**config.mk**
```make
export PLATFORM = sky130hd
export DESIGN_NAME = mfs_cell
export DESIGN_NICKNAME = d
export VERILOG_FILES = /design/src/rtl/mfs_pkg.sv /design/src/rtl/mfs_cell.sv
export SDC_FILE = /design/constraint.sdc
export NUM_CORES = 1
export LEC_CHECK = 0
export BUFFER_PORTS_ARGS = -buffer_cell sky130_fd_sc_hd__buf_4
export CAP_MARGIN = 25
export CORE_ASPECT_RATIO = 1.25
export CORE_MARGIN = 1.5
export CORE_UTILIZATION = 30
export DETAILED_ROUTE_END_ITERATION = 8
export PLACE_DENSITY = 0.74
export SLEW_MARGIN = 5
export SYNTH_ARGS = -nofsm -noshare
export SYNTH_HDL_FRONTEND = slang
export SYNTH_SLANG_ARGS = --single-unit
export TNS_END_PERCENT = 5
```
**constraint.sdc**
```tcl
create_clock -name clk_i -period 1.75 [get_ports clk_i]
set_input_delay 0.175 -clock clk_i [delete_from_list [all_inputs] [get_ports clk_i]]
set_output_delay 0.175 -clock clk_i [all_outputs]
set_load 0.01 [all_outputs]
```
**src/rtl/mfs_pkg.sv**
```systemverilog
package mfs_pkg;

  // Store geometry
  localparam int DEPTH   = 64;
  localparam int IDX_W   = $clog2(DEPTH);
  localparam int CNT_W   = $clog2(DEPTH + 1);
  localparam int VALUE_W = 32;

  // Operation codes
  typedef enum logic {
    OP_PUSH = 1'b0,
    OP_POP  = 1'b1
  } op_e;

  // Result status codes
  typedef enum logic [1:0] {
    ST_PUSHED = 2'd0,
    ST_POPPED = 2'd1,
    ST_FULL   = 2'd2,
    ST_EMPTY  = 2'd3
  } status_e;

  // One stored entry
  typedef struct packed {
    logic               valid;
    logic [VALUE_W-1:0] value;
    logic [CNT_W-1:0]   freq;
  } entry_t;

  // Compare request broadcast to every cell when an item is taken
  typedef struct packed {
    logic               sample;
    op_e                op;
    logic [VALUE_W-1:0] value;
    logic [CNT_W-1:0]   freq;
  } bcast_t;

  // Per-cell update controls
  typedef struct packed {
    logic load;
    logic shift;
  } cell_ctrl_t;

endpackage

```
**src/rtl/mfs_cell.sv**
```systemverilog
module mfs_cell (
  input  logic                clk_i,
  input  logic                rst_ni,
  input  mfs_pkg::bcast_t     bcast_i,
  input  mfs_pkg::cell_ctrl_t ctrl_i,
  input  mfs_pkg::entry_t     load_i,
  input  mfs_pkg::entry_t     upper_i,
  output mfs_pkg::entry_t     entry_o,
  output logic                hit_o
);

  logic                        valid_q;
  logic                        valid_d;
  logic [mfs_pkg::VALUE_W-1:0] value_q;
  logic [mfs_pkg::VALUE_W-1:0] value_d;
  logic [mfs_pkg::CNT_W-1:0]   freq_q;
  logic [mfs_pkg::CNT_W-1:0]   freq_d;
  logic                        hit_q;
  logic                        hit_d;

  // Next entry: a push loads here, a pop below or at this cell pulls the upper neighbour down
  always_comb begin
    valid_d = valid_q;
    value_d = value_q;
    freq_d  = freq_q;
    if (ctrl_i.load) begin
      valid_d = 1'b1;
      value_d = load_i.value;
      freq_d  = load_i.freq;
    end else if (ctrl_i.shift) begin
      valid_d = upper_i.valid;
      value_d = upper_i.value;
      freq_d  = upper_i.freq;
    end
  end

  // Local match: same value for a push, top frequency for a pop
  always_comb begin
    hit_d = hit_q;
    if (bcast_i.sample) begin
      if (bcast_i.op == mfs_pkg::OP_PUSH) begin
        hit_d = valid_q && (value_q == bcast_i.value);
      end else begin
        hit_d = valid_q && (freq_q == bcast_i.freq);
      end
    end
  end

  always_ff @(posedge clk_i or negedge rst_ni) begin
    if (!rst_ni) begin
      valid_q <= 1'b0;
      hit_q   <= 1'b0;
    end else begin
      valid_q <= valid_d;
      hit_q   <= hit_d;
    end
  end

  always_ff @(posedge clk_i) begin
    value_q <= value_d;
    freq_q  <= freq_d;
  end

  assign entry_o = '{valid: valid_q, value: value_q, freq: freq_q};
  assign hit_o   = hit_q;

endmodule

```
==> results.cfg, run 1 <==
[pwr]
power_frac_seq_pct = 49.5
switching_share_pct = 24.91
power_mw = 2.570
p_comb_share_pct = 27.2
p_int_mw = 1.930
clock_power_share_pct = 23.3
power.switching_uw = 640.3
p_per_area_nw_per_um2 = 712.2
vdd_ir_drop_max_v = 0.0003965
p_leak_nw = 1.560

[logic_synthesis]
syn_area_um2 = 2162
synth_ff_type = edfxtp_1
yosysTopAreaCell = edfxtp_1
synthArstFlopShare_pct = 4.878
yosysMostFrequentCell = edfxtp_1
netlist_top_cells_area = edfxtp_1 54%, mux2_2 19%, xnor2_1 13%
syn_inst = 145
synth_top_cell_area_share_pct = 54.17
synth_commonest_cells = 39 x edfxtp_1, 36 x mux2_2, 31 x xnor2_1, 8 x xor2_1, 7 x nand4_1
synth_seq_area_share_pct = 56.48
ys_types = 18
yosys_register_bits = 41
synth_nets = 270
syn_area_per_cell_um2 = 14.91
synth_edf_count = 39
ys.warnings.count = 0

[timing]
rsz0062_at_grt = no
fin_ws_ps = 240.5
setup_tns_ps = 0
finalSetupViolations = 0
fin_crit_ps = 1510
finalCritPeriodShare_pct = 86.26
tightest_slew_ps = 483.2
max_slew_margin_pct = 67.49
worst_hold_slack_ps = 107.5
fmax_mhz = 662.5
slew_viol_final = 0
fin_skew_ps = 7.922
hold_viol = 0

[worst_setup_path]
worstPathRequired_ps = 1970
crit_buf_inv = 0
crit_fanout = 2
crit_slowest_cell = nor4_1
max_stage_delay_ps = 500
crit_chain = xnor2_1 -> nand4_1 -> nor4_1 -> a31o_1
worstPathArrival_ps = 1730
critPathTopFamily = simple AND/OR/NAND/NOR gates
crit_cells = 4
start_kind = flop
r2r_cells = 4
worstSetupPathType = flop to flop
cp-end-kind = flop

[placement]
dpl-instance-area_um2 = 3516
placed_cells = 397
portBuffers = 164
dp_slack_ps = 198.5
gp_congestion = 0.7248
detailed_place_hpwl_mm = 4.787

[cells_and_area]
final_layout_size_suffix_gt1_share_pct = 67.41
fin_util_pct = 51.72
antenna_cells = 0
design_area_um2 = 3608
fillers = 629
nNetsFinal = 440
instances_no_fill = 406
synthToLayoutAreaGrowth_pct = 66.90

[cts]
cts.reportedPaths.clkPinSlew_ps = 80
cts_tree = yes
cts_sinks = 41
cts_max_path_buffers = 2
clock-root-buffer = clkbuf_8
clock_latency_ps = 290
ctsResizeCount = 0
cts_made_buffers = 5
htreeDepth = 2

[die]
design.core.area_um2 = 6977
rows = 34
fp.dieH_um = 97.92
chipWidth_um = 78.93
fp.dieArea_um2 = 7728
start_util_pct = 30.99
io_pins = 166

[routing]
via_per_inst = 4.498
drt_iter0_markers = 34
routed_wl_mm = 5.941
wl_per_cell_um = 14.63
drc = 0
vias = 1826
ant_nets = 0
drtPass1Iterations = 4

[run_status]
status = completed

[worst_hold_path]
hp-class = input port to flop
hold_path_depth = 2

[global_route]
antenna_found_initial = 0
grt_max_degree = 34
grt_pass1_vias = 1966
grt_usage_pct = 15.37
overflow = 0
grt_pass1_wl_mm = 9.011

[run]
cap_viol_max_count = 0
-- final cells by class --
| class | instances | area (um^2) | share of cell area (%) |
|---|---|---|---|
| Multi-Input combinational cell | 98 | 908.4 | 25.17 |
| Clock buffer | 6 | 72.57 | 2.011 |
| Sequential cell | 41 | 1221 | 33.84 |
| Timing Repair Buffer | 169 | 1284 | 35.58 |
| Clock inverter | 2 | 10.01 | 0.2774 |
| Tap cell | 90 | 112.6 | 3.121 |
-- cell families (layout without fill, tap and decap cells) --
group                  count (synthesis)  count (layout)  synth area share, %
flip-flops                            41              41                56.48
XOR/XNOR                              39              39                15.80
multiplexers                          39              39                20.31
AND/OR/NAND/NOR                       17              17                4.687
buffers and inverters                  6             177                1.505
AO/OA/AOI/OAI                          3               3                1.215
-- worst paths after layout --
kind / startpoint / endpoint / slack [ps]
max in group asynchronous: rst_ni / valid_q$_DFFE_PN0P_ / 1450
min in group asynchronous: rst_ni / hit_o$_DFFE_PN0P_ / 220
setup reg to reg: value_q[5]$_DFFE_PP_ / hit_o$_DFFE_PN0P_ / 240
hold reg to reg: valid_q$_DFFE_PN0P_ / valid_q$_DFFE_PN0P_ / 650
setup / recovery: value_q[5]$_DFFE_PP_ / hit_o$_DFFE_PN0P_ / 240
hold / removal: upper_i[39] / valid_q$_DFFE_PN0P_ / 110
-- routing by layer --
layer  part of all wire (%)  wire length (um)  global-route usage [%]  vias up
li1                       -                 -                       -      878
met1                     35              2083                   15.68      846
met2                     55              3249                   29.38       94
met3                    8.8               525                   4.860        8
met4                    1.4                82                   4.453        0
met5                      0                 0                       0        -
-- cell usage in the layout (no fill, tap or decap) --
cell type / n
nand2_1: 1
a31o_2: 1
buf_12: 1
buf_4: 167
clkinv_2: 2
or2_2: 1
xor2_1: 8
edfxtp_1: 39
nor2b_1: 2
a31o_1: 1
nor3_1: 1
nand3_1: 1
nor4_1: 4
dlygate4sd3_1: 1
xnor2_1: 31
clkbuf_1: 1
clkbuf_8: 5
nand4_1: 7
mux2_2: 36
dfrtp_1: 2
mux2_1: 3
a211o_1: 1
-- state kept, by name (all words and copies together) (netlist names) --
register / count
hit_o: 1
freq_q: 7
valid_q: 1
value_q: 32
-- power groups by stage --
stage               Combinational (mW)  Sequential [mW]  Clock (mW)
finish                           0.700             1.27       0.598
global route                     0.756             1.28       0.671
CTS                              0.711             1.27       0.632
detailed placement               0.706             1.30           0
global placement                 0.695             1.29           0
floorplan                        0.230             1.34           0
-- repair_timing --
action / in CTS / in global routing
buffers inserted: 0 / 0
hold buffers: 1 / 0
endpoints found under the hold margin: 2 / 0
Note: power is estimated with default switching activity, not from simulation.
==> inputs of run 2 (changes only) <==
- ABC_AREA: default -> 1
- PLACE_DENSITY: 0.74 -> 0.73
==> run 2 against run 1 <==
- synthesized cell count grew 94%
- maximum frequency grew 17%
- non-clock buffer count shrank 1
- core utilization shrank 1.5 points
- combinational power grew 5.3%
- cell count grew 33%
- total power grew 2.5%
- first-iteration DRC count grew 65%
- critical path depth grew 7
- die area grew 6.8%
- critical endpoint unchanged
- largest cell class unchanged
==> results.cfg, run 2 <==
[logic_synthesis]
synth_commonest_cells = 162 x nand2_1, 39 x edfxtp_1, 29 x xnor2_1, 15 x nor2_1, 14 x inv_1
yosysTopAreaCell = edfxtp_1
yosys_register_bits = 41
netlist_top_cells_area = edfxtp_1 51%, nand2_1 26%, xnor2_1 11%
syn_inst = 281
synthArstFlopShare_pct = 4.878
syn_area_um2 = 2313
synth_edf_count = 39
ys_types = 14
synth_nets = 406
synth_top_cell_area_share_pct = 50.62
yosysMostFrequentCell = nand2_1
syn_area_per_cell_um2 = 8.233
ys.warnings.count = 0
synth_seq_area_share_pct = 52.79
synth_ff_type = edfxtp_1

[timing]
tightest_slew_ps = 952.4
fin_skew_ps = 8.149
max_slew_margin_pct = 36.51
rsz0062_at_grt = no
finalCritPeriodShare_pct = 73.54
fin_crit_ps = 1287
finalSetupViolations = 0
fmax_mhz = 777.0
slew_viol_final = 0
setup_tns_ps = 0
hold_viol = 0

[routing]
dr_wl_met3_um = 483
wl_met1_mm = 2.233
routed_wl_mm = 6.440
drt_iter0_markers = 56
wl_per_cell_um = 11.95
drc = 0
ant_nets = 0
drtPass1Iterations = 6
via_per_inst = 4.308
topRoutingLayerUsed = met4
vias = 2322
wl_met2_mm = 3.647

[worst_setup_path]
crit_buf_inv = 1
r2r_cells = 11
crit_slowest_cell = edfxtp_1
cp-end-kind = flop
worstPathArrival_ps = 1510
crit_cells = 11
cp_common_cell = nand2_1
crit_chain = inv_1 -> nand2_1 -> nand2_1 -> nand2_1 -> nor2_1 -> nand2_1 -> nor2_1 -> nand2_1 -> nand2_1 -> nand2_1 -> nand2_1
worstSetupPathType = flop to flop
max_stage_delay_ps = 410
critPathTopFamily = simple AND/OR/NAND/NOR gates
worstPathRequired_ps = 1970
start_kind = flop
crit_fanout = 3

[die]
chipWidth_um = 81.55
fp.dieArea_um2 = 8251
design.core.area_um2 = 7445
rows = 35
fp.dieH_um = 101.2
start_util_pct = 31.08
io_pins = 166

[cells_and_area]
final_common_cell = buf_4
top_regs = value_q (32), freq_q (7)
regMostFlops = value_q
fillers = 722
antenna_cells = 0
instances_no_fill = 539
ff_latch_area_um2 = 1221
multi_input_area_um2 = 974.7
largest_reg_flops = 32
final_layout_size_suffix_gt1_share_pct = 39.60
most-common-layout-cells = 166 x buf_4, 162 x nand2_1, 39 x edfxtp_1
synthToLayoutAreaGrowth_pct = 61.60
nNetsFinal = 571

[cts]
cts_sinks = 41
cts_max_path_buffers = 2
cts_tree = yes
htreeDepth = 2
clock_latency_ps = 280
clock-root-buffer = clkbuf_8
cts_made_buffers = 5
ctsResizeCount = 0
cts.reportedPaths.clkPinSlew_ps = 70

[pwr]
p_per_area_nw_per_um2 = 704.7
vdd_ir_drop_max_v = 0.0004083
p_leak_nw = 1.918

[run_status]
status = completed

[global_route]
grt_max_degree = 41
grt_pass1_wl_mm = 9.625
antenna_found_initial = 0
overflow = 0
grt_usage_pct = 15.42
grt_pass1_vias = 2272

[placement]
gp_congestion = 0.7435
placed_cells = 530
detailed_place_hpwl_mm = 5.186
portBuffers = 164

[worst_hold_path]
hold_path_depth = 4
hp-class = input port to flop

[run]
cap_viol_max_count = 0
-- run 2: cell families (layout without fill, tap and decap cells) --
| kind of cell | count (synthesis) | after routing | synth area share (%) |
|---|---|---|---|
| AOI/OAI and AO/OA | 2 | 2 | 0.4323 |
| buffers and inverters | 26 | 192 | 5.084 |
| and+or+nand+nor | 179 | 179 | 29.20 |
| DFF | 41 | 41 | 52.79 |
| xor gates and xnor gates | 33 | 33 | 12.49 |
-- run 2: final cells by class --
cell class / instances / area share [%]
timing repair buffer: 168 / 34.14
sequential: 41 / 32.66
multi-input combinational: 214 / 26.07
tap: 92 / 3.079
clock buffer: 6 / 2.209
inverter: 16 / 1.606
clock inverter: 2 / 0.2343
-- run 2: per-layer routing --
metal,global-route usage (%),vias up
met2,30.96,98
li1,-,1189
met1,14.72,1028
met3,3.514,7
met4,5.438,0
met5,0,-
-- run 2: final timing paths --
| kind | from | endpoint | slack [ps] |
|---|---|---|---|
| worst max-delay path | value_q[26]$_DFFE_PP_ | hit_o$_DFFE_PN0P_ | 460 |
| worst min-delay path | bcast_i[40] | hit_o$_DFFE_PN0P_ | 130 |
| worst max register to register | value_q[26]$_DFFE_PP_ | hit_o$_DFFE_PN0P_ | 460 |
| worst min register to register | hit_o$_DFFE_PN0P_ | hit_o$_DFFE_PN0P_ | 490 |
| max in group asynchronous | rst_ni | hit_o$_DFFE_PN0P_ | 1440 |
| min in group asynchronous | rst_ni | valid_q$_DFFE_PN0P_ | 210 |
-- run 2: worst reg2reg max path: stages (launching register included) --
cell	delay (ps)
edfxtp_1	410
inv_1	80
nand2_1	60
nand2_1	60
nand2_1	50
nor2_1	170
nand2_1	90
nor2_1	100
nand2_1	70
nand2_1	60
nand2_1	40
nand2_1	40
-- run 2: per-stage QoR --
step | utilization (%) | setup WS [ps] | instance area [um^2] | power, mW | hold slack, ps
4_1_cts | 50.22 | 420.5 | 3739 | 2.675 | 123.9
3_5_place_dp | 48.86 | 326.8 | 3637 | 2.045 | -36.21
5_1_grt | 50.22 | 329.7 | 3739 | 2.794 | 136.4
3_3_place_gp | 48.86 | 350.0 | 3637 | 2.021 | -41.18
6_report | 50.22 | 463.0 | 3739 | 2.635 | 130.7
2_1_floorplan | - | 126.9 | 2313 | 1.604 | -120.6
-- run 2: power breakdown --
group / switching [mW] / internal [mW]
registers: 0.0734 / 1.20
clock network: 0.309 / 0.313
logic: 0.302 / 0.434
total: 0.685 / 1.95
-- run 2: repair_timing --
action                                 in CTS  in global routing
hold buffers                                1                  0
setup buffers                               0                  0
endpoints found under the hold margin       2                  0
